File: src/rtl/dag_pkg.sv
`timescale 1ns / 1ps

package dag_pkg;

  localparam int CURVE_POINTS = 21;

  // quotient bits: integer part of the table position plus 16 fraction bits
  localparam int POS_BITS = $clog2(CURVE_POINTS - 1);
  localparam int QW = POS_BITS + 16;
  localparam int NW = QW + 32;
  localparam int RW = $clog2(CURVE_POINTS);

  localparam int CFG_IDX_W = 8;
  localparam int CFG_DATA_W = 32;

  localparam logic [CFG_IDX_W-1:0] CFG_CURVE_MODE = 8'd0;
  localparam logic [CFG_IDX_W-1:0] CFG_DISTANCE_SCALE = 8'd1;
  localparam logic [CFG_IDX_W-1:0] CFG_SPREAD_AMOUNT = 8'd2;
  localparam logic [CFG_IDX_W-1:0] CFG_SPATIAL_BLEND = 8'd3;

  localparam logic [1:0] MODE_INVERSE = 2'd0;
  localparam logic [1:0] MODE_LINEAR = 2'd1;
  localparam logic [1:0] MODE_SMOOTH = 2'd2;

  localparam logic [15:0] UNITY = 16'd32768;

  localparam logic [63:0] CURVE_N = 64'(CURVE_POINTS - 1);
  localparam logic [63:0] CURVE_DEN = CURVE_N * CURVE_N * CURVE_N;

  typedef logic [CURVE_POINTS-1:0][15:0] curve_rom_t;

  // 1 - smoothstep, rounded half up
  function automatic curve_rom_t build_curve_rom();
    curve_rom_t rom;
    logic [63:0] k;
    logic [63:0] num;
    logic [63:0] s;
    for (int i = 0; i < CURVE_POINTS; i++) begin
      k = 64'(i);
      num = k * k * (64'd3 * CURVE_N - 64'd2 * k);
      s = (64'd32768 * num + CURVE_DEN / 64'd2) / CURVE_DEN;
      if (s > 64'd32768) begin
        s = 64'd32768;
      end
      rom[i] = 16'(64'd32768 - s);
    end
    return rom;
  endfunction

  localparam curve_rom_t CURVE_ROM = build_curve_rom();

  typedef enum logic [1:0] {
    SRC_EARLY,
    SRC_INV,
    SRC_LIN,
    SRC_SMOOTH
  } gain_src_t;

  typedef struct packed {
    logic [1:0]  curve_mode;
    logic [31:0] distance_scale;
    logic [15:0] spread_amount;
    logic [15:0] spatial_blend;
  } dag_cfg_t;

  typedef struct packed {
    gain_src_t   src;
    logic [15:0] early_gain;
    logic [15:0] coef;
  } dag_side_t;

  typedef struct packed {
    logic [31:0]   rem;
    logic [QW-1:0] nq;
    logic [31:0]   den;
    dag_side_t     side;
  } div_stage_t;

  typedef struct packed {
    logic [15:0] gain;
    logic [15:0] coef;
  } gain_item_t;

endpackage

File: src/rtl/dag_div.sv
`timescale 1ns / 1ps

module dag_div (
  input  logic                clk,
  input  logic                rst_n,
  input  logic                in_valid,
  output logic                in_ready,
  input  dag_pkg::div_stage_t in_data,
  output logic                out_valid,
  input  logic                out_ready,
  output dag_pkg::div_stage_t out_data
);
  import dag_pkg::*;

  logic [QW-1:0] v_r;
  logic [QW:0]   en;
  div_stage_t    stg_r [QW];

  assign en[QW] = out_ready;

  for (genvar k = 0; k < QW; k++) begin : g_step
    div_stage_t prev;
    div_stage_t step_nxt;
    logic       prev_v;
    logic [32:0] trial;
    logic [32:0] diff;

    if (k == 0) begin : g_first
      assign prev = in_data;
      assign prev_v = in_valid;
    end else begin : g_rest
      assign prev = stg_r[k-1];
      assign prev_v = v_r[k-1];
    end

    assign en[k] = !v_r[k] || en[k+1];

    // one restoring step: shift in the next dividend bit, subtract if it fits
    always_comb begin
      trial = {prev.rem, prev.nq[QW-1]};
      diff = trial - {1'b0, prev.den};
      step_nxt = prev;
      if (!diff[32]) begin
        step_nxt.rem = diff[31:0];
        step_nxt.nq = {prev.nq[QW-2:0], 1'b1};
      end else begin
        step_nxt.rem = trial[31:0];
        step_nxt.nq = {prev.nq[QW-2:0], 1'b0};
      end
    end

    always_ff @(posedge clk) begin
      if (!rst_n) begin
        v_r[k] <= 1'b0;
      end else if (en[k]) begin
        v_r[k] <= prev_v;
      end
    end

    always_ff @(posedge clk) begin
      if (en[k]) begin
        stg_r[k] <= step_nxt;
      end
    end
  end

  assign in_ready = en[0];
  assign out_valid = v_r[QW-1];
  assign out_data = stg_r[QW-1];

endmodule

File: config.mk
export PLATFORM = sky130hd
export DESIGN_NAME = dag_div
export DESIGN_NICKNAME = d
export VERILOG_FILES = /design/src/rtl/dag_pkg.sv /design/src/rtl/dag_div.sv
export SDC_FILE = /design/constraint.sdc
export NUM_CORES = 2
export LEC_CHECK = 0
export BUFFER_PORTS_ARGS = -buffer_cell sky130_fd_sc_hd__buf_4
export CORE_ASPECT_RATIO = 2
export CORE_MARGIN = 2
export CORE_UTILIZATION = 63
export CTS_CLUSTER_SIZE = 14
export DETAILED_ROUTE_END_ITERATION = 8
export PLACE_DENSITY = 0.81
export SYNTH_ARGS = -nofsm -noshare
export SYNTH_HDL_FRONTEND = slang
export SYNTH_SLANG_ARGS = --single-unit
export TNS_END_PERCENT = 50
File: constraint.sdc
create_clock -name clk -period 12.8 [get_ports clk]
set_input_delay 1.28 -clock clk [delete_from_list [all_inputs] [get_ports clk]]
set_output_delay 1.28 -clock clk [all_outputs]
set_load 0.05 [all_outputs]
==> impl_metrics.toml <==
[sta]
period_share_pct = 51.5
fmax_mhz = 152
finalHoldViolations = 0
rsz0062_at_grt = "false"
slew_violations = 0
finalSetupViolations = 0
relSlewSlack_pct = 10.9
fin_ws_ns = 6.21
setup_tns_ns = 0
fin_skew_ns = 0.0942
tightest_slew_ns = 1.33
layout_min_cycle_time_ns = 6.59

[detailed_routing]
met1Wirelength_mm = 65.1
avgViaCountPerCell = 5.89
totalWireLength_mm = 229
top_layer = "met4"
drc = 0
wl_per_cell_um = 19.7
postRouteAntennaNets = 0
detailroute.wirelength.met3_mm = 5.61
first_pass_iters = 7
wl_met2_mm = 139
vias = 68500
drt-initial-drc-count = 3449

[synthesis]
yosys.area_share.xor_xnor_pct = 4.06
synth-simple-area-share_pct = 5.57
yosys_register_bits = 2520
ys_top_cells_by_area = "edfxtp_1, ha_1, mux2_2, xnor2_1, inv_1"
synth-edff-count = 2499
yosys_warnings = 0
synth_top_flop_cell = "edfxtp_1"
synth_top_area_share_pct = 63.0
synth_compound_area_share_pct = 10.4
synth_top_family_by_area = "compound AO/OA/AOI/OAI gates"
seq_area_frac_synth_pct = 63.4
synth_cell_types = 86
yosysTopAreaCell = "edfxtp_1"
synth_fa_ha_area_share_pct = 7.42
netlist_instances = 8568
synth_nets = 9384
muxShareOfSynthArea_pct = 6.08
synth_area_per_cell_um2 = 13.9
synthesis.area_mm2 = 0.119
synthArstFlopShare_pct = 0

[clocking]
clk-insertion-delay-late_ns = 0.88
path_clk_slew_ns = 0.06
cts_resized = 0
ctsHoldBuffers = 0
cts_tree = "done"
cts.path.max_buffers = 4
cts_buffers = 219
cts-root-buf = "clkbuf_16"
post-cts-setup-buffers = 0
cts_sinks = 2520
cts_max_level = 4

[critical_path]
crit_chain = "buf_4 > nor2b_1 > inv_4 > nor2_1 > and2_1 > inv_4 > nor3_1 > buf_4 > and3_1 > and2_1 > nand3_4 > buf_4"
max_stage_delay_ns = 0.44
critPathKind = "in -> out"
path_depth = 12
startpoint_type = "input port"
crit_path_top_delay_cell = "nor2b_1"
cpMostUsedCell = "buf_4"
cp_max_fo = 55
path_buf_inv = 5
cp.required_ns = 11.52
critPathTopFamily = "simple AND/OR/NAND/NOR gates"
arrival_ns = 5.31
ff2ff_path_depth = 14
crit_path_end_kind = "output pin"

[placed_design]
dp_hpwl_mm = 172
gp_congestion = 0.942
port_buffers = 243
dp_slack_ns = 6.10

[floorplan]
dieArea_mm2 = 0.193
design.core.area_mm2 = 0.188
fp-row-count = 225
boundaryPins = 244
die_h_um = 619
die_w_um = 311
start_util_pct = 63.4

[power_and_ir_drop]
vdd_drop_max_mv = 0.184
cellLeakagePower_nw = 53.3
power_density_mw_per_mm2 = 258
total_power_w = 0.0337

[final_layout]
fillCellCount = 12300
final_nets = 9818
fin_util_pct = 69.5
syn_to_final_growth_pct = 9.65
drive_gt1_share_pct = 12.5
layout_commonest_cell = "edfxtp_1"
final_cell_mix = "edfxtp_1, inv_1, ha_1"

[grt]
globalRouteOverflowTotal = 0
grt_pass1_vias = 74800
grt_pass1_wl_mm = 366
grtUsageTotal_pct = 23.8
grt_antenna_before_repair = 6
grt_max_degree = 75

[worst_hold_path]
holdPathStages = 0
hp-class = "reg -> reg"

[outcome]
status = "finished, final reports clean"

[run]
maxCapViolCount = 0
-- sequential cells by signal, summed over array words and instances, names as in the netlist --
register and cells:
g_step.prev_v 20, out_valid 1, stg_r 2499
-- worst register-to-register path: stages, from the launching register on --
cell	delay, ns
edfxtp_1	0.34
inv_1	0.05
ha_1	0.34
a21o_1	0.20
nor3_1	0.31
a2111oi_0	0.17
buf_4	0.17
nor2_1	0.33
o31ai_2	0.14
a221oi_1	0.63
o21ai_1	0.23
mux2i_1	0.16
nor2_1	1.00
inv_2	0.67
mux2_2	0.50
-- cells in the mapped netlist (all sizes together) (12+ instances only) --
cell type and instances:
edfxtp 2499, o211ai 52, o21ai 298, and3 59, a31oi 61, a211o 12, nand3b 21, o2111ai 12
nand2b 95, and4 24, nand2 299, inv 851, clkbuf 25, fa 21, a31o 16, o21a 133
a221o 14, o31a 47, buf 66, xor2 163, nor3b 20, nor3 90, mux2 581, nand3 133
dfxtp 21, o221ai 13, o21bai 68, nor2b 73, a211oi 49, o2bb2ai 12, a21o 276, or3 28
mux2i 58, ha 672, o31ai 32, and2 28, nand4 27, a21oi 615, or2 27, nor2 400
a221oi 25, a311oi 14, xnor2 383
-- area by class of cell --
| type | count | area (um^2) | share of cell area (%) |
|---|---|---|---|
| Antenna cell | 28 | 70.1 | 0.0537 |
| Sequential cell | 2520 | 75500 | 57.8 |
| Timing Repair Buffer | 304 | 2280 | 1.75 |
| Inverter | 851 | 3220 | 2.47 |
| Tap cell | 2497 | 3120 | 2.39 |
| Clock inverter | 57 | 477 | 0.365 |
| Multi-Input combinational cell | 5106 | 40200 | 30.8 |
| Clock buffer | 267 | 5740 | 4.40 |
-- per-stage QoR --
stage,cell area [um^2],hold WS [ns],instances
after CTS,130000,0.346,11600
after global routing,131000,0.353,11600
after detailed placement,124000,0.405,11300
after floorplan,119000,0.400,8568
after global placement,124000,0.401,11300
final,131000,0.349,11600
-- per-layer routing --
layer / track usage, % / vias to the layer above
li1: - / 32900
met1: 18.3 / 33300
met2: 50.7 / 1536
met3: 2.33 / 788
met4: 18.4 / 0
met5: 0 / -
-- power breakdown --
| group | switching [W] | internal [W] | total [W] |
|---|---|---|---|
| clock network | 0.00276 | 0.00329 | 0.00605 |
| registers | 0.000877 | 0.0118 | 0.0127 |
| logic | 0.00798 | 0.00691 | 0.0149 |
-- path summary, 6_finish.rpt --
path,from,endpoint,slack (ns)
max reg2reg,stg_r[0][39],stg_r[0][221],7.33
max,out_ready,in_ready,6.21
min reg2reg,stg_r[1][72],stg_r[1][192],0.35
min,stg_r[1][72],stg_r[1][192],0.35
-- cells by family (layout without fill, tap and decap cells) --
logic type | count (synthesis) | count (layout)
AOI/OAI and AO/OA | 1870 | 1870
xor gates and xnor gates | 546 | 546
adders and majority gates | 693 | 693
buffers and inverters | 942 | 1479
DFF | 2520 | 2520
muxes | 639 | 639
other | 0 | 28
and+or+nand+nor | 1358 | 1358
Power figures use the tool's default switching activity.
