### config.mk
export PLATFORM = sky130hd
export DESIGN_NAME = dag_gain
export DESIGN_NICKNAME = d
export VERILOG_FILES = /design/src/rtl/dag_pkg.sv /design/src/rtl/dag_gain.sv
export SDC_FILE = /design/constraint.sdc
export NUM_CORES = 1
export LEC_CHECK = 0
export BUFFER_PORTS_ARGS = -buffer_cell sky130_fd_sc_hd__buf_2
export CAP_MARGIN = 15
export CORE_MARGIN = 8
export CORE_UTILIZATION = 60
export CTS_CLUSTER_DIAMETER = 40
export DETAILED_ROUTE_END_ITERATION = 16
export PLACE_DENSITY = 0.9
export SLEW_MARGIN = 10
export SYNTH_ARGS = -nofsm -noshare
export SYNTH_HDL_FRONTEND = slang
export SYNTH_SLANG_ARGS = --single-unit
### constraint.sdc
create_clock -name clk -period 10.8 [get_ports clk]
set_clock_uncertainty 0.15 [all_clocks]
set_input_delay 2.16 -clock clk [delete_from_list [all_inputs] [get_ports clk]]
set_output_delay 2.16 -clock clk [all_outputs]
set_load 0.01 [all_outputs]
### src/rtl/dag_pkg.sv
`timescale 1ns / 1ps

package dag_pkg;

  localparam int CURVE_POINTS = 21;

  // quotient bits: integer part of the table position plus 16 fraction bits
  localparam int POS_BITS = $clog2(CURVE_POINTS - 1);
  localparam int QW = POS_BITS + 16;
  localparam int NW = QW + 32;
  localparam int RW = $clog2(CURVE_POINTS);

  localparam int CFG_IDX_W = 8;
  localparam int CFG_DATA_W = 32;

  localparam logic [CFG_IDX_W-1:0] CFG_CURVE_MODE = 8'd0;
  localparam logic [CFG_IDX_W-1:0] CFG_DISTANCE_SCALE = 8'd1;
  localparam logic [CFG_IDX_W-1:0] CFG_SPREAD_AMOUNT = 8'd2;
  localparam logic [CFG_IDX_W-1:0] CFG_SPATIAL_BLEND = 8'd3;

  localparam logic [1:0] MODE_INVERSE = 2'd0;
  localparam logic [1:0] MODE_LINEAR = 2'd1;
  localparam logic [1:0] MODE_SMOOTH = 2'd2;

  localparam logic [15:0] UNITY = 16'd32768;

  localparam logic [63:0] CURVE_N = 64'(CURVE_POINTS - 1);
  localparam logic [63:0] CURVE_DEN = CURVE_N * CURVE_N * CURVE_N;

  typedef logic [CURVE_POINTS-1:0][15:0] curve_rom_t;

  // 1 - smoothstep, rounded half up
  function automatic curve_rom_t build_curve_rom();
    curve_rom_t rom;
    logic [63:0] k;
    logic [63:0] num;
    logic [63:0] s;
    for (int i = 0; i < CURVE_POINTS; i++) begin
      k = 64'(i);
      num = k * k * (64'd3 * CURVE_N - 64'd2 * k);
      s = (64'd32768 * num + CURVE_DEN / 64'd2) / CURVE_DEN;
      if (s > 64'd32768) begin
        s = 64'd32768;
      end
      rom[i] = 16'(64'd32768 - s);
    end
    return rom;
  endfunction

  localparam curve_rom_t CURVE_ROM = build_curve_rom();

  typedef enum logic [1:0] {
    SRC_EARLY,
    SRC_INV,
    SRC_LIN,
    SRC_SMOOTH
  } gain_src_t;

  typedef struct packed {
    logic [1:0]  curve_mode;
    logic [31:0] distance_scale;
    logic [15:0] spread_amount;
    logic [15:0] spatial_blend;
  } dag_cfg_t;

  typedef struct packed {
    gain_src_t   src;
    logic [15:0] early_gain;
    logic [15:0] coef;
  } dag_side_t;

  typedef struct packed {
    logic [31:0]   rem;
    logic [QW-1:0] nq;
    logic [31:0]   den;
    dag_side_t     side;
  } div_stage_t;

  typedef struct packed {
    logic [15:0] gain;
    logic [15:0] coef;
  } gain_item_t;

endpackage

### src/rtl/dag_gain.sv
`timescale 1ns / 1ps

module dag_gain (
  input  logic                clk,
  input  logic                rst_n,
  input  logic                in_valid,
  output logic                in_ready,
  input  dag_pkg::div_stage_t in_data,
  output logic                out_valid,
  input  logic                out_ready,
  output dag_pkg::gain_item_t out_data
);
  import dag_pkg::*;

  typedef struct packed {
    logic        smooth;
    logic [15:0] g_pre;
    logic [15:0] e0;
    logic [15:0] diff;
    logic [15:0] frac;
    logic [15:0] coef;
  } look_t;

  typedef struct packed {
    logic        smooth;
    logic [15:0] g_pre;
    logic [15:0] e0;
    logic [31:0] prod;
    logic [15:0] coef;
  } prod_t;

  logic [2:0] v_r;
  logic [3:0] en;
  look_t      s1_r;
  look_t      s1_nxt;
  prod_t      s2_r;
  prod_t      s2_nxt;
  gain_item_t s3_r;
  gain_item_t s3_nxt;

  logic [QW-1:0] q;
  logic [QW-1:0] qs;
  logic [RW-1:0] idx;
  logic [RW-1:0] idx_up;
  logic [15:0]   e1;
  logic [32:0]   rnd;

  assign en[3] = out_ready;
  assign en[2] = !v_r[2] || en[3];
  assign en[1] = !v_r[1] || en[2];
  assign en[0] = !v_r[0] || en[1];
  assign in_ready = en[0];

  always_comb begin
    q = in_data.nq;
    qs = q >> 16;
    if (qs > QW'(CURVE_POINTS - 2)) begin
      idx = RW'(CURVE_POINTS - 2);
    end else begin
      idx = qs[RW-1:0];
    end
    idx_up = idx + RW'(1);
    e1 = CURVE_ROM[idx_up];
    s1_nxt.smooth = (in_data.side.src == SRC_SMOOTH);
    s1_nxt.e0 = CURVE_ROM[idx];
    s1_nxt.diff = CURVE_ROM[idx] - e1;
    s1_nxt.frac = q[15:0];
    s1_nxt.coef = in_data.side.coef;
    case (in_data.side.src)
      SRC_EARLY: s1_nxt.g_pre = in_data.side.early_gain;
      SRC_INV:   s1_nxt.g_pre = q[15:0];
      SRC_LIN:   s1_nxt.g_pre = UNITY - q[15:0];
      default:   s1_nxt.g_pre = CURVE_ROM[idx];
    endcase
  end

  always_comb begin
    s2_nxt.smooth = s1_r.smooth;
    s2_nxt.g_pre = s1_r.g_pre;
    s2_nxt.e0 = s1_r.e0;
    s2_nxt.prod = s1_r.diff * s1_r.frac;
    s2_nxt.coef = s1_r.coef;
  end

  always_comb begin
    rnd = 33'(s2_r.prod) + 33'd32768;
    s3_nxt.coef = s2_r.coef;
    if (s2_r.smooth) begin
      s3_nxt.gain = s2_r.e0 - rnd[31:16];
    end else begin
      s3_nxt.gain = s2_r.g_pre;
    end
  end

  always_ff @(posedge clk) begin
    if (!rst_n) begin
      v_r <= '0;
    end else begin
      if (en[0]) begin
        v_r[0] <= in_valid;
      end
      if (en[1]) begin
        v_r[1] <= v_r[0];
      end
      if (en[2]) begin
        v_r[2] <= v_r[1];
      end
    end
  end

  always_ff @(posedge clk) begin
    if (en[0]) begin
      s1_r <= s1_nxt;
    end
    if (en[1]) begin
      s2_r <= s2_nxt;
    end
    if (en[2]) begin
      s3_r <= s3_nxt;
    end
  end

  assign out_valid = v_r[2];
  assign out_data = s3_r;

endmodule

==> metrics.yaml <==
sta:
  tns_ns: 0
  maxSlewViolCount: 0
  setup_viol: 0
  rsz0062_at_grt: "no"
  worst_pin_slew_ns: 1.20
  hold_viol: 0
  fmax_ghz: 0.136
  timing.final.crit_share_pct: 68.2
  max-slew-margin-rel_pct: 19.0
  postLayoutSetupSlackWorst_ns: 3.44
  fin_crit_ns: 7.36
placement:
  placedInstanceArea_um2: 18300
  placed_cells: 2093
  hpwlAfterDp_um: 33300
  gp_congestion: 0.922
  port_buffers: 92
  post-place-ws_ns: 3.26
logic_synthesis:
  syn_nets: 2141
  synthCells: 1683
  synth_top_family_by_area: "adder cells"
  yosys.cell_types.count: 76
  muxShareOfSynthArea_pct: 2.77
  yosys-top-cells-area: "edfxtp_1 31%, fa_1 22%, ha_1 10%"
  synth_flop_cell: "edfxtp_1"
  ys_warn_count: 0
  synth_edf_count: 179
  avgSynthCellArea_um2: 10.5
  synth-compound-area-share_pct: 9.83
  yosys.area.top_type: "edfxtp_1"
  yosys.area.top_type_share_pct: 30.5
  synth-xor-area-share_pct: 3.28
  ys_seq_area_share_pct: 30.9
  yosys.area_share.simple_pct: 14.1
  yosys.area_share.adder_pct: 32.1
  synth-async-reset-ratio_pct: 0
  yosys_register_bits: 182
  syn_area_um2: 17600
route:
  dr.pass1.iters: 5
  vias: 13339
  post_drt_wl_per_cell_um: 21.9
  vias_per_cell: 6.26
  antenna_left: 0
  drc_errors: 0
  drtIter0Drc: 1385
  wl_um: 46600
floorplan:
  ios: 157
  die_h_um: 187
  dieArea_um2: 35100
  die_x_um: 187
  start_util_pct: 61.1
  rows: 62
  core_region_area_um2: 28800
worst_hold_path:
  hp-class: "flip-flop to flip-flop"
  holdPathStages: 0
outcome:
  status: "complete, no violations"
global_routing:
  grt_overflow: 0
  first_global_vias: 13894
  grt_max_degree: 84
  grt_first_pass_wirelength_um: 72600
  antenna_found_initial: 5
  track_usage_pct: 26.1
setup_path:
  max_stage_delay_ns: 0.95
  cp_slowest_cell: "o21ai_0"
  required_ns: 10.89
  crit_buf_inv: 1
  critPathKind: "primary input to flip-flop"
  crit_fanout: 38
  critical_path_arrival_ns: 7.45
  reg2reg_depth: 19
  startpoint_type: "primary input"
  end_kind: "flip-flop"
  cp.depth: 15
  path_cells: "buf_2 -> or2_2 -> a21oi_2 -> ha_1 -> nor2_1 -> nor3_1 -> a21oi_1 -> o21ai_0 -> ha_1 -> o211ai_1 -> a21oi_1 -> o41ai_2 -> o21ai_1 -> a2111o_1 -> o311ai_1"
  cp_top_family: "compound AO/OA/AOI/OAI gates"
finish:
  regArea_um2: 5440
  nFillCells: 1963
  stdcell_count: 2130
  fin_nets: 2187
  final_area_um2: 19000
  syn2layout_area_growth_pct: 7.84
  multi_input_area_um2: 10900
  final_layout_size_suffix_gt1_share_pct: 10.1
run:
  drv_cap: 0
clocking:
  clockRootBuffer: "clkbuf_16"
  postCtsHoldBufs: 0
  clkSinkCount: 182
  clk_latency_ns: 0.45
  cts_tree: "built"
  htreeDepth: 4
  cts-buffers-inserted: 17
  cts_resized: 0
  post_cts_buffers: 0
  clockBufferDepth: 2
  clk_pin_slew_worst_paths_ns: 0.08
layout by cell type, fill, tap and decap left out, types with 6 or more instances in the layout:
cell type / netlist / layout
inv_1: 251 / 250
fa_1: 195 / 195
nand2_1: 190 / 189
edfxtp_1: 179 / 179
ha_1: 140 / 140
and2_1: 122 / 122
buf_2: 11 / 92
a21oi_1: 68 / 68
nor2_1: 57 / 57
xnor2_1: 42 / 42
o21ai_0: 40 / 40
xor2_1: 24 / 24
nor3_1: 24 / 24
nand3_1: 23 / 22
a21o_1: 18 / 18
o21a_1: 17 / 17
clkbuf_16: 0 / 17
a211oi_1: 15 / 15
mux4_2: 15 / 15
o211ai_1: 14 / 14
nand2b_1: 13 / 13
nand4_1: 13 / 13
nor2b_1: 10 / 10
a31oi_1: 10 / 10
and3_1: 8 / 8
mux2_2: 8 / 8
nor4_1: 8 / 8
mux2i_1: 6 / 6
o31ai_1: 6 / 6
o221ai_1: 6 / 6
a211o_1: 6 / 6
worst paths after layout:
check	startpoint	endpoint	slack, ns
setup / recovery	in_data[85]	s1_r[47]	3.44
hold / removal	s1_r[50]	s2_r[50]	0.26
setup reg to reg	s1_r[38]	s2_r[47]	4.06
hold reg to reg	s1_r[50]	s2_r[50]	0.26
per-layer routing:
metal | wire length [um] | global-route usage [%]
met1 | 16100 | 29.8
met2 | 23600 | 45.4
met3 | 4580 | 5.91
met4 | 2350 | 13.0
met5 | 14 | 0
through the flow:
step | hold slack, ns | util (%)
finish | 0.264 | 65.9
global placement | 0.251 | 63.6
global route | 0.272 | 65.9
CTS | 0.264 | 65.8
detailed placement | 0.255 | 63.6
floorplan | 0.250 | -
cells by family after synthesis:
family,count (synthesis)
AO/OA/AOI/OAI,253
XOR/XNOR,66
adder cells (fa/ha/maj),335
buffers and inverters,324
flip-flops,182
multiplexers,29
AND/OR/NAND/NOR,494
Yosys cell counts (all sizes together) (3+ instances only):
cell	instances
o211ai	14
a2111oi	4
ha	140
a21o	18
nand4	13
or2	7
o21ai	43
mux4	15
edfxtp	179
o311ai	4
o21bai	4
mux2	8
nor2	57
o31ai	6
a2111o	5
fa	195
clkbuf	56
nor3	25
a31oi	10
inv	253
buf	15
a211oi	16
a311oi	3
a21oi	69
nor4	11
a21boi	4
and2	122
and3	8
nand3	23
o21a	17
xor2	24
a211o	6
nand2	190
nor2b	10
o2111ai	5
and4	4
mux2i	6
o221ai	6
dfxtp	3
xnor2	42
nand2b	13
or3	4
flip-flops by register name (all words and copies together), names as in the netlist:
signal / flops
v_r: 3
out_data: 32
s2_r: 66
s1_r: 81
cell type report:
cell class              count  share of cell area (%)
well taps                 384                    2.53
clock buffers              17                    2.24
multi-input cells        1177                    57.6
flip-flops and latches    182                    28.6
inverters                 253                    5.00
diodes                      4                  0.0527
repair buffers             98                    2.77
clock inverters            15                    1.11
Power is not shown: default switching activity piles up to over one toggle a cycle in this logic, so the estimate is an artifact.
