### src/rtl/dag_pkg.sv
`timescale 1ns / 1ps

package dag_pkg;

  localparam int CURVE_POINTS = 21;

  // quotient bits: integer part of the table position plus 16 fraction bits
  localparam int POS_BITS = $clog2(CURVE_POINTS - 1);
  localparam int QW = POS_BITS + 16;
  localparam int NW = QW + 32;
  localparam int RW = $clog2(CURVE_POINTS);

  localparam int CFG_IDX_W = 8;
  localparam int CFG_DATA_W = 32;

  localparam logic [CFG_IDX_W-1:0] CFG_CURVE_MODE = 8'd0;
  localparam logic [CFG_IDX_W-1:0] CFG_DISTANCE_SCALE = 8'd1;
  localparam logic [CFG_IDX_W-1:0] CFG_SPREAD_AMOUNT = 8'd2;
  localparam logic [CFG_IDX_W-1:0] CFG_SPATIAL_BLEND = 8'd3;

  localparam logic [1:0] MODE_INVERSE = 2'd0;
  localparam logic [1:0] MODE_LINEAR = 2'd1;
  localparam logic [1:0] MODE_SMOOTH = 2'd2;

  localparam logic [15:0] UNITY = 16'd32768;

  localparam logic [63:0] CURVE_N = 64'(CURVE_POINTS - 1);
  localparam logic [63:0] CURVE_DEN = CURVE_N * CURVE_N * CURVE_N;

  typedef logic [CURVE_POINTS-1:0][15:0] curve_rom_t;

  // 1 - smoothstep, rounded half up
  function automatic curve_rom_t build_curve_rom();
    curve_rom_t rom;
    logic [63:0] k;
    logic [63:0] num;
    logic [63:0] s;
    for (int i = 0; i < CURVE_POINTS; i++) begin
      k = 64'(i);
      num = k * k * (64'd3 * CURVE_N - 64'd2 * k);
      s = (64'd32768 * num + CURVE_DEN / 64'd2) / CURVE_DEN;
      if (s > 64'd32768) begin
        s = 64'd32768;
      end
      rom[i] = 16'(64'd32768 - s);
    end
    return rom;
  endfunction

  localparam curve_rom_t CURVE_ROM = build_curve_rom();

  typedef enum logic [1:0] {
    SRC_EARLY,
    SRC_INV,
    SRC_LIN,
    SRC_SMOOTH
  } gain_src_t;

  typedef struct packed {
    logic [1:0]  curve_mode;
    logic [31:0] distance_scale;
    logic [15:0] spread_amount;
    logic [15:0] spatial_blend;
  } dag_cfg_t;

  typedef struct packed {
    gain_src_t   src;
    logic [15:0] early_gain;
    logic [15:0] coef;
  } dag_side_t;

  typedef struct packed {
    logic [31:0]   rem;
    logic [QW-1:0] nq;
    logic [31:0]   den;
    dag_side_t     side;
  } div_stage_t;

  typedef struct packed {
    logic [15:0] gain;
    logic [15:0] coef;
  } gain_item_t;

endpackage

### src/rtl/dag_mix.sv
`timescale 1ns / 1ps

module dag_mix (
  input  logic                clk,
  input  logic                rst_n,
  input  dag_pkg::dag_cfg_t   cfg,
  input  logic                in_valid,
  output logic                in_ready,
  input  dag_pkg::gain_item_t in_data,
  output logic                out_valid,
  input  logic                out_ready,
  output logic [15:0]         gain,
  output logic [15:0]         mixed_coefficient
);
  import dag_pkg::*;

  typedef struct packed {
    logic [15:0] gain;
    logic [31:0] p1;
    logic [31:0] p2;
  } mul_t;

  typedef struct packed {
    logic [15:0] gain;
    logic [30:0] a;
  } sum_t;

  typedef struct packed {
    logic [15:0] gain;
    logic [46:0] m1;
  } blend_t;

  typedef struct packed {
    logic [15:0] gain;
    logic [15:0] mixed;
  } res_t;

  localparam logic [47:0] HALF_LSB = 48'h0000_2000_0000;

  logic [3:0]  v_r;
  logic [4:0]  en;
  logic [15:0] spread;
  logic [15:0] blend;
  mul_t        m1_r;
  mul_t        m1_nxt;
  sum_t        m2_r;
  sum_t        m2_nxt;
  blend_t      m3_r;
  blend_t      m3_nxt;
  res_t        m4_r;
  res_t        m4_nxt;
  logic [31:0] a_full;
  logic [47:0] acc;

  assign spread = (cfg.spread_amount > UNITY) ? UNITY : cfg.spread_amount;
  assign blend = (cfg.spatial_blend > UNITY) ? UNITY : cfg.spatial_blend;

  assign en[4] = out_ready;
  assign en[3] = !v_r[3] || en[4];
  assign en[2] = !v_r[2] || en[3];
  assign en[1] = !v_r[1] || en[2];
  assign en[0] = !v_r[0] || en[1];
  assign in_ready = en[0];

  always_comb begin
    m1_nxt.gain = in_data.gain;
    m1_nxt.p1 = in_data.coef * (UNITY - spread);
    m1_nxt.p2 = in_data.gain * spread;
  end

  always_comb begin
    a_full = m1_r.p1 + m1_r.p2;
    m2_nxt.gain = m1_r.gain;
    m2_nxt.a = a_full[30:0];
  end

  always_comb begin
    m3_nxt.gain = m2_r.gain;
    m3_nxt.m1 = m2_r.a * blend;
  end

  always_comb begin
    acc = 48'(m3_r.m1) + (48'(UNITY - blend) << 30) + HALF_LSB;
    m4_nxt.gain = m3_r.gain;
    if (acc[47:30] > 18'(UNITY)) begin
      m4_nxt.mixed = UNITY;
    end else begin
      m4_nxt.mixed = acc[45:30];
    end
  end

  always_ff @(posedge clk) begin
    if (!rst_n) begin
      v_r <= '0;
    end else begin
      if (en[0]) begin
        v_r[0] <= in_valid;
      end
      if (en[1]) begin
        v_r[1] <= v_r[0];
      end
      if (en[2]) begin
        v_r[2] <= v_r[1];
      end
      if (en[3]) begin
        v_r[3] <= v_r[2];
      end
    end
  end

  always_ff @(posedge clk) begin
    if (en[0]) begin
      m1_r <= m1_nxt;
    end
    if (en[1]) begin
      m2_r <= m2_nxt;
    end
    if (en[2]) begin
      m3_r <= m3_nxt;
    end
    if (en[3]) begin
      m4_r <= m4_nxt;
    end
  end

  assign out_valid = v_r[3];
  assign gain = m4_r.gain;
  assign mixed_coefficient = m4_r.mixed;

endmodule

### config.mk
export PLATFORM = sky130hd
export DESIGN_NAME = dag_mix
export DESIGN_NICKNAME = d
export VERILOG_FILES = /design/src/rtl/dag_pkg.sv /design/src/rtl/dag_mix.sv
export SDC_FILE = /design/constraint.sdc
export NUM_CORES = 2
export LEC_CHECK = 0
export BUFFER_PORTS_ARGS = -buffer_cell sky130_fd_sc_hd__buf_2
export CORE_ASPECT_RATIO = 1.75
export CORE_MARGIN = 2
export CORE_UTILIZATION = 55
export DETAILED_ROUTE_END_ITERATION = 10
export GPL_ROUTABILITY_DRIVEN = 0
export PLACE_DENSITY = 0.72
export SLEW_MARGIN = 40
export SYNTH_ARGS = -nofsm -noshare
export SYNTH_HDL_FRONTEND = slang
export SYNTH_SLANG_ARGS = --single-unit
### constraint.sdc
create_clock -name clk -period 18 [get_ports clk]
set_input_delay 3.6 -clock clk [delete_from_list [all_inputs] [get_ports clk]]
set_output_delay 3.6 -clock clk [all_outputs]
set_load 0.03 [all_outputs]
==> metrics list <==
- The flow ran to the end, and the final reports show no timing, DRC or antenna violations.
* Buffer depth of the longest clock path: 2
- Proportion of layout cells with a drive suffix above 1: under 10%
* Highest attainable clock frequency: around 0.079 GHz
* Wirelength per Cell: around 19 um
- Routed WL: roughly 100000 um
* Number of unique standard cell types used by synthesis: 76
- Synthesized Nets: around 5.6k
* Final TNS setup: 0 ps
- Compound-gate portion of the synthesized area: under 10%
- Cell area after technology mapping: 40800 um^2
- In this design, the stage delay of the slowest critical-path cell is 770 ps.
* Worst-margin pin slew: between 800 and 900 ps
- TritonCTS built the clock tree.
- Hold bufs inserted after CTS: 0
- Compared with the post-synthesis result, the final layout area differs by 4.93%.
* Vias in the first global route: approximately 33k
- The count of final hold-check violations is 0.
- Number of setup buffers added after CTS: 0
* Crit start category: primary input
- Vertical die dimension: 364 um
- Setup violations remaining at the end of the flow were counted as 0.
- Total routing resource utilization after global routing: a little over a quarter
- In this run the count of I/O pins placed on the die edge is between 100 and 150.
- CTS clk-pin slew, worst paths: around 90 ps
- Unrepaired setup endpoints after global routing: no
* Number of clock sinks seen by CTS: a little under 200
- In the finished design, the share of the clock period the worst path needs comes to 70.2%.
* Basic-gate share of the synthesized area counting and, or, nand and nor cells: about 16%
* Post-synth top flop: sky130_fd_sc_hd__edfxtp_1
- Global routing finished with a remaining overflow of 0.
- The average instance in the mapped netlist occupies 9.35 um^2.
* Proportion of synthesized chip area in sequential cells: 14.3%
- Total of warnings raised by yosys: 0
* Post-Synth XOR/XNOR Area: 3.07%
* Number of nets in the final layout: roughly 5.6k
- The path class of the tightest hold or removal check is reg2reg.
- The tool flagged a number of max-cap violations equal to 0.
* Effective utilization at floorplan: 55.4%
- H-tree depth: 4
- The synthesized design contains 191 enable-type register cells.
- The count of nets left with antenna violations once routing finished came out at 0.
- Required time at the endpoint of the critical path: approximately 18000 ps
* Clock period minus worst slack: about 13000 ps
- Crit path max fanout: 32
- Summing the areas of all fa, ha and maj instances in the mapped netlist gives 51.1% of the synthesized area.
- Area of the core: 73700 um^2
* Fill cell total of the finished layout: about 6.4k
- The detailed router finished its first iteration with approximately 1.7k violations.
- Arrival time of data at the critical path endpoint: approximately 13000 ps
- Hold path startpoint: m2_r[42]
- Total count of max-transition violations in the final report: 0
- Portion of netlist area occupied by mux cells: less than 1%
- Critical path launch point: cfg[16]
- In the routed layout, each cell is associated on average with a via count of approximately 5.6.
- Number of buffers added by the clock tree synthesis step: 17
- The cell count after synthesis came out at 4365.
- Worst clock skew: about 22 ps
* Die footprint: 76500 um^2
* Total number of vias: 29.6k
- The number of antenna violations at the first check in global routing was 4.
- The critical path is of the in2reg type.
- Number of cells upsized or downsized after cts: 0
- Across the whole layout, storage elements account for a little under 6000 um^2.
* Dominant combinational cell family by area after synthesis: adder cells
- STA classifies the critical path endpoint as a flip-flop.
- Cells fill between 50% and 60% of the core in the end.
* Global-route wire length before repair: about 160000 um
- Die Wd: 210 um
- In this run the critical register-to-register path is launched from m2_r[20].
- After synthesis the netlist holds a flip-flop and latch count of around 200.
* Post-route worst setup slack: roughly 5400 ps
- Critical path's most frequent cell: sky130_fd_sc_hd__inv_1
* DRC errors left: 0
* Later-pin clock latency in the skew report: approximately 480 ps
* Initial DRT Pass Iterations: 6
- In the final layout, the multi-input gates occupy ~30000 um^2.
- Timing analysis after detailed placement gives a worst setup slack of approximately 5000 ps.
- The largest individual stage delay along the critical path comes from the cell sky130_fd_sc_hd__o311ai_0.
- Maximum number of pins on one net before global-route repair: just over 70
* Detailed placer's ending HPWL: roughly 78000 um
* Headroom to the max-slew limit: about two fifths
- Std-Cell Rows: between 100 and 150
* Library cell used as clock root buffer: sky130_fd_sc_hd__clkbuf_16
- Proportion of register bits with asynchronous set or reset after synthesis: 0%
* Quantity of I/O buffers inserted on ports: 101
-- per-stage QoR --
| step | cell area [um^2] | hold slack (ps) | std cells |
|---|---|---|---|
| 3_3_place_gp | 42200 | 400 | 5262 |
| 5_1_grt | 42800 | 426 | 5297 |
| 3_5_place_dp | 42200 | 405 | 5262 |
| 2_1_floorplan | 40800 | 400 | 4365 |
| 4_1_cts | 42800 | 419 | 5294 |
| 6_report | 42800 | 414 | 5298 |
-- area by class of cell --
cell class                 count  share of cell area (%)
clock buffer                  17                   0.994
sequential                   195                    13.6
multi-input combinational   2985                    71.5
timing repair buffer         143                    1.93
clock inverter                15                   0.468
inverter                    1001                    8.78
antenna                        4                  0.0234
tap                          938                    2.74
-- kinds of logic after synthesis --
family                     count (synthesis)
AOI/OAI and AO/OA                        320
xor gates and xnor gates                 142
adders and majority gates               1182
buffers and inverters                   1185
DFF                                      195
muxes                                      1
and+or+nand+nor                         1340
-- cell usage in the layout (no fill, tap or decap), types with 41 or more instances in the layout --
master,instances
sky130_fd_sc_hd__inv_1,999
sky130_fd_sc_hd__fa_1,807
sky130_fd_sc_hd__nand2_1,732
sky130_fd_sc_hd__ha_1,375
sky130_fd_sc_hd__and2_1,254
sky130_fd_sc_hd__edfxtp_1,191
sky130_fd_sc_hd__a21oi_1,104
sky130_fd_sc_hd__buf_2,101
sky130_fd_sc_hd__xnor2_1,98
sky130_fd_sc_hd__and3_1,91
sky130_fd_sc_hd__nor2_1,87
sky130_fd_sc_hd__o21ai_0,51
sky130_fd_sc_hd__a21o_1,49
sky130_fd_sc_hd__xor2_1,41
sky130_fd_sc_hd__buf_4,41
-- per-layer routing --
metal  share of wire, %  GRT usage (%)
met2                 55           53.2
met5                  0              0
met4                6.1           15.3
met1                 34           28.7
met3                4.6           2.78
-- final timing paths --
check | endpoint | slack (ps) | cells after the start
setup / recovery | m1_r[58] | 5370 | 33
hold / removal | m3_r[58] | 410 | 0
setup reg to reg | m3_r[45] | 10550 | 23
hold reg to reg | m3_r[58] | 410 | 0
-- Yosys cell counts, types with 7 or more instances --
| cell type | count | area (um^2) |
|---|---|---|
| sky130_fd_sc_hd__o21a_1 | 21 | 158 |
| sky130_fd_sc_hd__nand4_1 | 11 | 68.8 |
| sky130_fd_sc_hd__or2_2 | 11 | 68.8 |
| sky130_fd_sc_hd__nor2b_1 | 43 | 269 |
| sky130_fd_sc_hd__a21boi_0 | 8 | 60.1 |
| sky130_fd_sc_hd__ha_1 | 375 | 4690 |
| sky130_fd_sc_hd__a21oi_1 | 104 | 521 |
| sky130_fd_sc_hd__nor4_1 | 8 | 50.1 |
| sky130_fd_sc_hd__xnor2_1 | 98 | 858 |
| sky130_fd_sc_hd__nand2b_1 | 9 | 56.3 |
| sky130_fd_sc_hd__or3_1 | 11 | 68.8 |
| sky130_fd_sc_hd__nor3_1 | 30 | 150 |
| sky130_fd_sc_hd__nand3_1 | 22 | 110 |
| sky130_fd_sc_hd__nand2_1 | 733 | 2750 |
| sky130_fd_sc_hd__o211ai_1 | 12 | 90.1 |
| sky130_fd_sc_hd__a21o_1 | 49 | 368 |
| sky130_fd_sc_hd__fa_1 | 807 | 16200 |
| sky130_fd_sc_hd__o21bai_1 | 13 | 97.6 |
| sky130_fd_sc_hd__a211oi_1 | 8 | 60.1 |
| sky130_fd_sc_hd__and2_1 | 253 | 1580 |
| sky130_fd_sc_hd__nor2_1 | 87 | 327 |
| sky130_fd_sc_hd__buf_1 | 7 | 26.3 |
| sky130_fd_sc_hd__o21ai_0 | 52 | 260 |
| sky130_fd_sc_hd__and3_1 | 91 | 569 |
| sky130_fd_sc_hd__clkbuf_1 | 169 | 634 |
| sky130_fd_sc_hd__edfxtp_1 | 191 | 5740 |
| sky130_fd_sc_hd__inv_1 | 1001 | 3760 |
| sky130_fd_sc_hd__xor2_1 | 43 | 377 |
-- sequential cells by signal, summed over array words and instances (netlist names) --
| name | count |
|---|---|
| mixed_coefficient | 16 |
| m1_r | 78 |
| gain | 16 |
| v_r | 4 |
| m2_r | 47 |
| m3_r | 34 |
-- critical path: cells and delay by family --
family,cells,cell delay [ps]
adder cells (fa/ha/maj),8,3540
AND/OR/NAND/NOR,8,2040
AO/OA/AOI/OAI,6,2470
XOR/XNOR,1,150
buffers and inverters,10,1040
Power is left out: the tool's default activity adds up to more than one toggle a clock period on the data nets, which glitch-free logic cannot reach.
