--- src/rtl/dag_pkg.sv ---
`timescale 1ns / 1ps

package dag_pkg;

  localparam int CURVE_POINTS = 21;

  // quotient bits: integer part of the table position plus 16 fraction bits
  localparam int POS_BITS = $clog2(CURVE_POINTS - 1);
  localparam int QW = POS_BITS + 16;
  localparam int NW = QW + 32;
  localparam int RW = $clog2(CURVE_POINTS);

  localparam int CFG_IDX_W = 8;
  localparam int CFG_DATA_W = 32;

  localparam logic [CFG_IDX_W-1:0] CFG_CURVE_MODE = 8'd0;
  localparam logic [CFG_IDX_W-1:0] CFG_DISTANCE_SCALE = 8'd1;
  localparam logic [CFG_IDX_W-1:0] CFG_SPREAD_AMOUNT = 8'd2;
  localparam logic [CFG_IDX_W-1:0] CFG_SPATIAL_BLEND = 8'd3;

  localparam logic [1:0] MODE_INVERSE = 2'd0;
  localparam logic [1:0] MODE_LINEAR = 2'd1;
  localparam logic [1:0] MODE_SMOOTH = 2'd2;

  localparam logic [15:0] UNITY = 16'd32768;

  localparam logic [63:0] CURVE_N = 64'(CURVE_POINTS - 1);
  localparam logic [63:0] CURVE_DEN = CURVE_N * CURVE_N * CURVE_N;

  typedef logic [CURVE_POINTS-1:0][15:0] curve_rom_t;

  // 1 - smoothstep, rounded half up
  function automatic curve_rom_t build_curve_rom();
    curve_rom_t rom;
    logic [63:0] k;
    logic [63:0] num;
    logic [63:0] s;
    for (int i = 0; i < CURVE_POINTS; i++) begin
      k = 64'(i);
      num = k * k * (64'd3 * CURVE_N - 64'd2 * k);
      s = (64'd32768 * num + CURVE_DEN / 64'd2) / CURVE_DEN;
      if (s > 64'd32768) begin
        s = 64'd32768;
      end
      rom[i] = 16'(64'd32768 - s);
    end
    return rom;
  endfunction

  localparam curve_rom_t CURVE_ROM = build_curve_rom();

  typedef enum logic [1:0] {
    SRC_EARLY,
    SRC_INV,
    SRC_LIN,
    SRC_SMOOTH
  } gain_src_t;

  typedef struct packed {
    logic [1:0]  curve_mode;
    logic [31:0] distance_scale;
    logic [15:0] spread_amount;
    logic [15:0] spatial_blend;
  } dag_cfg_t;

  typedef struct packed {
    gain_src_t   src;
    logic [15:0] early_gain;
    logic [15:0] coef;
  } dag_side_t;

  typedef struct packed {
    logic [31:0]   rem;
    logic [QW-1:0] nq;
    logic [31:0]   den;
    dag_side_t     side;
  } div_stage_t;

  typedef struct packed {
    logic [15:0] gain;
    logic [15:0] coef;
  } gain_item_t;

endpackage

--- src/rtl/dag_front.sv ---
`timescale 1ns / 1ps

module dag_front (
  input  logic                clk,
  input  logic                rst_n,
  input  dag_pkg::dag_cfg_t   cfg,
  input  logic                in_valid,
  output logic                in_ready,
  input  logic [31:0]         distance,
  input  logic [15:0]         coefficient,
  output logic                out_valid,
  input  logic                out_ready,
  output dag_pkg::div_stage_t out_data
);
  import dag_pkg::*;

  logic       v_r;
  div_stage_t data_r;
  div_stage_t data_nxt;
  logic [NW-1:0] num;
  logic [31:0]   sc;

  assign sc = cfg.distance_scale;

  always_comb begin
    num = '0;
    data_nxt.den = 32'd1;
    data_nxt.side.src = SRC_EARLY;
    data_nxt.side.early_gain = UNITY;
    data_nxt.side.coef = coefficient;
    case (cfg.curve_mode)
      MODE_LINEAR: begin
        if (distance == 32'd0) begin
          data_nxt.side.early_gain = UNITY;
        end else if (distance >= sc) begin
          data_nxt.side.early_gain = 16'd0;
        end else begin
          data_nxt.side.src = SRC_LIN;
          num = NW'(distance) << 15;
          data_nxt.den = sc;
        end
      end
      MODE_SMOOTH: begin
        if (distance == 32'd0) begin
          data_nxt.side.early_gain = CURVE_ROM[0];
        end else if (distance >= sc) begin
          data_nxt.side.early_gain = CURVE_ROM[CURVE_POINTS-1];
        end else begin
          data_nxt.side.src = SRC_SMOOTH;
          num = (NW'(distance) * NW'(CURVE_POINTS - 1)) << 16;
          data_nxt.den = sc;
        end
      end
      default: begin
        if (distance <= sc) begin
          data_nxt.side.early_gain = UNITY;
        end else begin
          data_nxt.side.src = SRC_INV;
          num = NW'(sc) << 15;
          data_nxt.den = distance;
        end
      end
    endcase
    data_nxt.rem = num[NW-1:QW];
    data_nxt.nq = num[QW-1:0];
  end

  assign in_ready = !v_r || out_ready;

  always_ff @(posedge clk) begin
    if (!rst_n) begin
      v_r <= 1'b0;
    end else if (in_ready) begin
      v_r <= in_valid;
    end
  end

  always_ff @(posedge clk) begin
    if (in_ready) begin
      data_r <= data_nxt;
    end
  end

  assign out_valid = v_r;
  assign out_data = data_r;

endmodule

--- config.mk ---
export PLATFORM = sky130hd
export DESIGN_NAME = dag_front
export DESIGN_NICKNAME = d
export VERILOG_FILES = /design/src/rtl/dag_pkg.sv /design/src/rtl/dag_front.sv
export SDC_FILE = /design/constraint.sdc
export NUM_CORES = 1
export LEC_CHECK = 0
export ABC_AREA = 1
export ABC_CLOCK_PERIOD_IN_PS = 3900
export CORE_MARGIN = 5
export CORE_UTILIZATION = 60
export CTS_BUF_LIST = sky130_fd_sc_hd__clkbuf_8
export CTS_CLUSTER_DIAMETER = 30
export DETAILED_ROUTE_END_ITERATION = 12
export DONT_BUFFER_PORTS = 1
export HOLD_SLACK_MARGIN = 0.08
export PLACE_DENSITY = 0.82
export SYNTH_ARGS = -nofsm -noshare
export SYNTH_HDL_FRONTEND = slang
export SYNTH_SLANG_ARGS = --single-unit
--- constraint.sdc ---
create_clock -name clk -period 3.9 [get_ports clk]
set_clock_uncertainty 0.2 [all_clocks]
set_input_delay 0.195 -clock clk [delete_from_list [all_inputs] [get_ports clk]]
set_output_delay 0.195 -clock clk [all_outputs]
set_load 0.01 [all_outputs]
==> flow_metrics.tcl, run 1 <==
set metrics [dict create \
    syn_area_um2 7659 \
    numCtsBuffers 9 \
    drc 0 \
    max-cap-violations 0 \
    die_h_um 123.0 \
    path_buf_inv 4 \
    crit_required_ns 3.83 \
    finalHoldViolCount 0 \
    nNetsFinal 1240 \
    vdd_drop_max_mv 0.1793 \
    path_clk_slew_ns 0.09 \
    synth_cell_types 43 \
    hold_depth 4 \
    routed_wl_um 24920 \
    synth_cells 918 \
    syn_area_per_cell_um2 8.343 \
    whs_ns 0.08161 \
    post_cts_resized 0 \
    tightest_slew_ns 0.6790 \
    cts_htree_levels 3 \
    synthArstFlopShare_pct 0 \
    wire_per_inst_um 20.69 \
    vias_per_cell 6.188 \
    synth_top_area_share_pct 34.90 \
    synth_flop_cell "edfxtp_1" \
    post-route-period-util_pct 90.84 \
    fillers 868 \
    worstSetupPathDepth 13 \
    cp_max_fo 33 \
    reg2reg_depth 2 \
    yosys-top-cells-area "edfxtp_1, ha_1, nand2_1, inv_1, nand3_1" \
    critPathMaxStageDelay_ns 0.61 \
    cts.sinks 90 \
    ioPinCount 239 \
    routed-via-count 7450 \
    dpl.hpwl_um 16920 \
    synth_seq_area_share_pct 35.16 \
    overflow 0 \
    cts_setup_buffers 0 \
    antenna_found_initial 0 \
    clock-root-buffer "clkbuf_8" \
    grt_setup_unrepaired "no" \
    area_delta_synth_final_pct 17.19 \
    cpLargestDelayFamily "buffers and inverters" \
    grt_pass1_wl_um 37610 \
    cts_buffer_depth 2 \
    fin_crit_ns 3.543 \
    finalPower_mw 2.844 \
    yosysTopAreaCell "edfxtp_1" \
    grt.busiest_layer "met2" \
    p_leak_nw 4.369 \
    crit_chain "dlygate4sd3_1, inv_1, ha_1, nand2_1, nor2_2, nand4_2, nor2_4, a21oi_1, nand2_4, inv_4, nand2_1, nand3_1, dlygate4sd3_1" \
    status "finished clean" \
    max_slew_margin_pct 54.62 \
    end_kind "flip-flop" \
    core_um2 12570 \
    multi_input_area_um2 4248 \
    finalSetupViolations 0 \
    drtPass1Iterations 7 \
    critical_path_class "primary input to flip-flop" \
    cp.arrival_ns 3.47 \
    fmax_mhz 282.3 \
    ys_warn_count 0 \
    cpMaxStageDelayCell "dlygate4sd3_1" \
    portBuffers 0 \
    tritoncts "yes" \
    power_density_nw_per_um2 316.9 \
    synth_edf_count 89 \
    hold_path.class "primary input to flip-flop" \
    met1_usage_pct 40.41 \
    fp.dieArea_um2 15120 \
    diodes 0 \
    initial_core_util_pct 60.94 \
    use_met2_pct 53.50 \
    fin_setup_tns_ns 0 \
    dieWidth_um 123.0 \
    grt_max_degree 37 \
    yosysMostFrequentCell "nand2_1" \
    grt.total_usage_pct 32.33 \
    clk_latency_ns 0.38 \
    drtIter0Drc 981 \
    drv_slew 0 \
    synth.ff_latch_count 90 \
    ant_nets 0 \
    grt_pass1_vias 7052 \
    gp_congestion 0.9451 \
    drive_gt1_share_pct 7.171 \
    ys_top_cells_by_count "nand2_1, inv_1, ha_1, edfxtp_1, nand3_1" \
    num_rows 41 \
    reg2reg_slack_ns 2.04 \
    grtUsageMet3_pct 6.267 \
    start_kind "primary input" \
    regArea_um2 2693 \
    holdBufCountCts 114 \
]
==> cells by family (layout without fill, tap and decap cells) <==
kind of cell	Yosys count	count (layout)	synth area share, %
simple gates	401	401	23.56
buf+inv	172	257	10.90
compound gates	140	140	12.55
fa+ha+maj	95	95	15.62
flops	90	90	35.16
xor+xnor	19	19	2.173
other cells	1	30	0.04896
==> per-layer routing <==
layer	up-vias	part of all wire, %
met5	-	0
met2	581	45
met3	139	11
met1	3440	38
li1	3290	-
met4	0	5.9
==> path summary, 6_finish.rpt <==
| kind | startpoint | end |
|---|---|---|
| min | distance[31] | out_data[118] |
| max | cfg[63] | out_data[86] |
| min reg2reg | out_valid | out_data[112] |
| max reg2reg | out_valid | out_data[41] |
==> final cells by class <==
class / count / area share, %
tap: 172 / 2.398
multi-input combinational: 685 / 47.33
sequential: 90 / 30.00
clock inverter: 7 / 0.5298
inverter: 123 / 5.172
timing repair buffer: 118 / 13.19
clock buffer: 9 / 1.380
==> cells in the final DEF, fill, tap and decap left out, types with 6 or more instances in the layout <==
master,netlist,layout
a21oi_1,58,58
clkbuf_8,0,9
conb_1,1,30
dlygate4sd3_1,0,114
edfxtp_1,89,89
ha_1,94,94
inv_1,122,123
nand2_1,205,204
nand2_4,5,6
nand3_1,77,77
nand4_1,16,16
nor2_1,68,68
nor3_1,10,10
o21ai_0,24,24
o21ai_2,9,9
o21bai_1,6,6
o22ai_2,21,21
xor2_1,17,17
==> flip-flops by register name (all words and copies together) (netlist names) <==
name / cells
out_valid: 1
out_data: 89
==> worst register-to-register path: stages (launching register included) <==
cell	delay (ns)
dfxtp_1	0.38
nand2_4	0.40
buf_4	0.50
==> stage by stage <==
step	setup slack (ns)	instance area, µm²	std cells	util [%]
floorplan	0.9132	7767	947	-
CTS	0.5065	8975	1204	71.41
finish	0.3571	8975	1204	71.41
global route	0.1611	8975	1204	71.41
global placement	1.219	7662	1074	60.97
detailed placement	1.192	7662	1074	60.97
==> where the power goes <==
group / switching [mW] / internal [mW] / total (mW)
Combinational: 0.578 / 0.359 / 0.937
Clock: 0.365 / 0.232 / 0.597
Sequential: 0.111 / 1.20 / 1.31
(Power assumes the default switching activity.)
==> run 2: changes to the inputs <==
==> constraint.sdc (replaced) <==
create_clock -name clk -period 3.9 [get_ports clk]
set_clock_uncertainty 0.2 [all_clocks]
set_input_delay 0.78 -clock clk [delete_from_list [all_inputs] [get_ports clk]]
set_output_delay 0.78 -clock clk [all_outputs]
set_load 0.01 [all_outputs]
==> flow_metrics.tcl, run 2 (same netlist as run 1, synthesis figures left out) <==
set metrics [dict create \
    final_cell_mix "nand2_1, inv_1, ha_1, edfxtp_1, nand3_1" \
    gp_congestion 0.9313 \
    drtPass1Iterations 6 \
    ioPinCount 239 \
    crit_required_ns 3.94 \
    largest_reg_flops 89 \
    swShare_pct 35.56 \
    drc 0 \
    fin_crit_ns 2.933 \
    cts_htree_levels 3 \
    dieWidth_um 123.0 \
    power_frac_comb_pct 28.3 \
    vias_per_cell 5.820 \
    fin_setup_tns_ns 0 \
    drv_slew 0 \
    crit_chain "ha_1, ha_1, inv_1, fa_1, inv_1, nand3_1, nand3_1, nand2_1, nand2_1, nand2_1, nand2_1, xor2_1, nand3_1, nand2_1" \
    cp.arrival_ns 2.98 \
    dp.cells 1076 \
    antenna_found_initial 0 \
    intPower_mw 1.759 \
    critical_path_class "primary input to flip-flop" \
    area_delta_synth_final_pct 2.712 \
    vdd_drop_max_mv 0.1378 \
    core_um2 12570 \
    grt.total_usage_pct 26.93 \
    num_rows 41 \
    portBuffers 0 \
    die_h_um 123.0 \
    finalHoldViolCount 0 \
    cpMostUsedCell "nand2_1" \
    cp_max_fo 4 \
    pwr-share-seq_pct 47.8 \
    drtIter0Drc 533 \
    dpl.hpwl_um 16870 \
    routed-via-count 6355 \
    hold_depth 0 \
    diodes 0 \
    grt_max_degree 40 \
    routed_wl_um 20620 \
    grt_pass1_vias 6034 \
    overflow 0 \
    power_density_nw_per_um2 347.1 \
    fmax_mhz 340.9 \
    critPathMaxStageDelay_ns 0.39 \
    cpLargestDelayFamily "simple AND/OR/NAND/NOR gates" \
    grt_setup_unrepaired "no" \
    post-route-period-util_pct 75.21 \
    holdBufCountCts 0 \
    worstSetupPathDepth 14 \
    numCtsBuffers 9 \
    ant_nets 0 \
    cts_setup_buffers 0 \
    p_sw_mw 0.9709 \
    end_kind "flip-flop" \
    path_buf_inv 2 \
    reg2reg_depth 2 \
    met3_length_um 1882 \
    fp.dieArea_um2 15120 \
    grt_pass1_wl_um 31240 \
    path_clk_slew_ns 0.09 \
    clkPwrFrac_pct 23.8 \
    hold_path.class "primary input to flip-flop" \
    final_common_cell "nand2_1" \
    wire_per_inst_um 18.89 \
    p_leak_nw 3.846 \
    status "finished clean" \
    clk_latency_ns 0.37 \
    tightest_slew_ns 0.6389 \
    clock-root-buffer "clkbuf_8" \
    initial_core_util_pct 60.94 \
    cpMaxStageDelayCell "fa_1" \
    wl_met2_um 9546 \
    drt-met1-wl_um 8413 \
    post_cts_resized 0 \
    nNetsFinal 1128 \
    cts.sinks 90 \
    start_kind "primary input" \
    max_slew_margin_pct 57.31 \
    cts_buffer_depth 2 \
    top_layer "met4" \
    fin_cells 1092 \
    tritoncts "yes" \
    finalSetupViolations 0 \
    max-cap-violations 0 \
    drive_gt1_share_pct 8.261 \
]
run 2: area by class of cell:
class                      count  area, µm²
clock inverter                 7      77.57
fill                        1083       4702
clock buffer                   9      123.9
timing repair buffer           6      45.04
multi-input combinational    685       4248
tap                          172      215.2
sequential                    90       2693
inverter                     123      464.2
run 2: power by group through the flow:
stage	clock [mW]	combinational [mW]	sequential [mW]
2_1_floorplan	0	0.627	1.31
3_3_place_gp	0	0.741	1.33
3_5_place_dp	0	0.759	1.33
4_1_cts	0.659	0.763	1.31
5_1_grt	0.703	0.869	1.31
6_report	0.651	0.774	1.31
run 2: metal layers:
metal	track usage [%]	vias up
met2	43.94	322
met4	10.59	0
met3	6.542	56
met1	34.58	2924
li1	-	3053
met5	0	-
run 2: worst paths after layout:
path              slack [ns]      startpoint            end
setup / recovery        0.97     distance[1]  out_data[109]
hold / removal          0.29  coefficient[5]    out_data[5]
setup reg to reg        2.03       out_valid   out_data[11]
hold reg to reg         0.86       out_valid   out_data[62]
run 2: per-stage QoR:
step	cell area (µm²)	hold WS, ns	setup WS (ns)	total power, mW	util, %
finish	7866	0.2938	0.9668	2.730	62.59
global route	7866	0.2675	0.8501	2.886	62.59
CTS	7866	0.2812	1.019	2.730	62.59
detailed placement	7665	0.6789	0.5874	2.090	60.99
global placement	7665	0.6789	0.6606	2.067	60.99
floorplan	7767	0.6789	0.1561	1.934	-
==> run 3: changes to the inputs <==
Settings changed: ABC_CLOCK_PERIOD_IN_PS 3900 to 2500, PLACE_DENSITY 0.82 to 0.85.
Clock period 3.9 ns to 2.5 ns, I/O delays scaled along.
==> flow_metrics.tcl, run 3 (same netlist as run 1, synthesis figures left out) <==
set metrics [dict create \
    dp_slack_ns -0.3006 \
    clock-root-buffer "clkbuf_8" \
    ioPinCount 239 \
    critPathMaxStageDelay_ns 0.38 \
    drc 0 \
    fin_setup_tns_ns 0 \
    largest_reg_flops 89 \
    drive_gt1_share_pct 19.89 \
    max-cap-violations 0 \
    overflow 0 \
    ant_nets 0 \
    dieWidth_um 123.0 \
    grt_pass1_wl_um 34510 \
    grt_setup_unrepaired "yes" \
    fillers 917 \
    grt_pass1_vias 6746 \
    nNetsFinal 1259 \
    cts_setup_buffers 0 \
    cp.arrival_ns 2.33 \
    clk_latency_ns 0.36 \
    vdd_drop_max_mv 0.2671 \
    min_from "distance[27]" \
    multi_input_area_um2 4329 \
    num_rows 41 \
    routed-via-count 7075 \
    end_kind "flip-flop" \
    cpMaxStageDelayCell "fa_2" \
    post_dp_cell_area_um2 8616 \
    hold_path.class "primary input to flip-flop" \
    initial_core_util_pct 60.94 \
    grt.total_usage_pct 29.33 \
    post-route-period-util_pct 96.37 \
    final_cell_mix "nand2_1, inv_1, buf_4, ha_1, edfxtp_1" \
    fp.dieArea_um2 15120 \
    drtPass1Iterations 5 \
    finalSetupViolations 0 \
    finalWorstSetupSlack_ns 0.09080 \
    wire_per_inst_um 18.75 \
    routed_wl_um 22930 \
    start_kind "primary input" \
    crit_path_start "distance[1]" \
    vias_per_cell 5.785 \
    drtIter0Drc 908 \
    dpl.hpwl_um 18060 \
    fin_crit_ns 2.409 \
    cts_buffer_depth 2 \
    regArea_um2 2693 \
    final_common_cell "nand2_1" \
    finalHoldViolCount 0 \
    antenna_found_initial 0 \
    p_leak_nw 4.496 \
    grt_max_degree 31 \
    tritoncts "yes" \
    reg2reg_slack_ns 0.40 \
    area_delta_synth_final_pct 17.79 \
    fin_area_um2 9021 \
    crit_required_ns 2.42 \
    cp_max_fo 3 \
    crit_chain "ha_1, ha_2, inv_2, fa_2, nor2_2, nor2_2, o21bai_1, nand2_1, nand4_1, nand2_1, nand3_1, nand3_1" \
    cts.sinks 90 \
    cts_htree_levels 3 \
    diodes 0 \
    critical_path_class "primary input to flip-flop" \
    power_density_nw_per_um2 506.2 \
    whs_ns 0.1272 \
    rr_startpoint "out_valid" \
    status "finished clean" \
    path_clk_slew_ns 0.09 \
    portBuffers 0 \
    die_h_um 123.0 \
    drv_slew 0 \
    fmax_mhz 415.1 \
    core_um2 12570 \
    gp_congestion 0.9611 \
    numCtsBuffers 9 \
]
[run 3: cell types whose count changed in the layout (fill, tap and decap cells not counted), moves of 6 or more]
cell and delta:
a21oi_1 -7, buf_4 +106, a21oi_2 +7, dlygate4sd3_1 +18, buf_12 +6
[run 3: what timing repair did]
action / 4_1_cts / 5_1_grt
resized for setup: 0 / 12
endpoints found under the hold margin: 17 / 0
endpoints found under the setup margin: 0 / 18
hold buffers: 18 / 0
[run 3: area by class of cell]
cell class / instances / share of cell area (%)
Inverter: 123 / 5.146
Timing Repair Buffer: 136 / 12.65
Multi-Input combinational cell: 686 / 47.99
Clock inverter: 6 / 0.4577
Clock buffer: 10 / 1.526
Tap cell: 172 / 2.386
Sequential cell: 90 / 29.85
[run 3: worst paths after layout]
path | to | depth (start not counted)
worst max-delay path | out_data[111] | 12
worst min-delay path | out_data[61] | 2
worst max register to register | out_valid | 4
worst min register to register | out_data[35] | 1
[run 3: critical path: cells and delay by family]
family                     cells  cell delay [ns]
AOI/OAI and AO/OA              1             0.27
adders and majority gates      3             0.84
buffers and inverters          1             0.05
and+or+nand+nor                7             0.67
[run 3: routing by layer]
layer / vias up / routed length, µm / track usage (%)
met5: - / 0 / 0
met2: 449 / 10810 / 49.98
met3: 94 / 2151 / 4.575
met4: 0 / 1045 / 12.53
li1: 3316 / - / -
met1: 3216 / 8922 / 37.07
[run 3: power breakdown]
group | switching (mW) | internal, mW
clock network | 0.560 | 0.391
registers | 0.165 | 1.87
logic | 0.906 | 0.674
[run 3: metrics by stage]
step	std cells	power [mW]	utilization, %
floorplan	947	3.027	-
global route	1223	4.786	71.78
detailed placement	1188	3.567	68.55
CTS	1222	4.505	71.41
finish	1223	4.567	71.78
global placement	1188	3.514	68.55
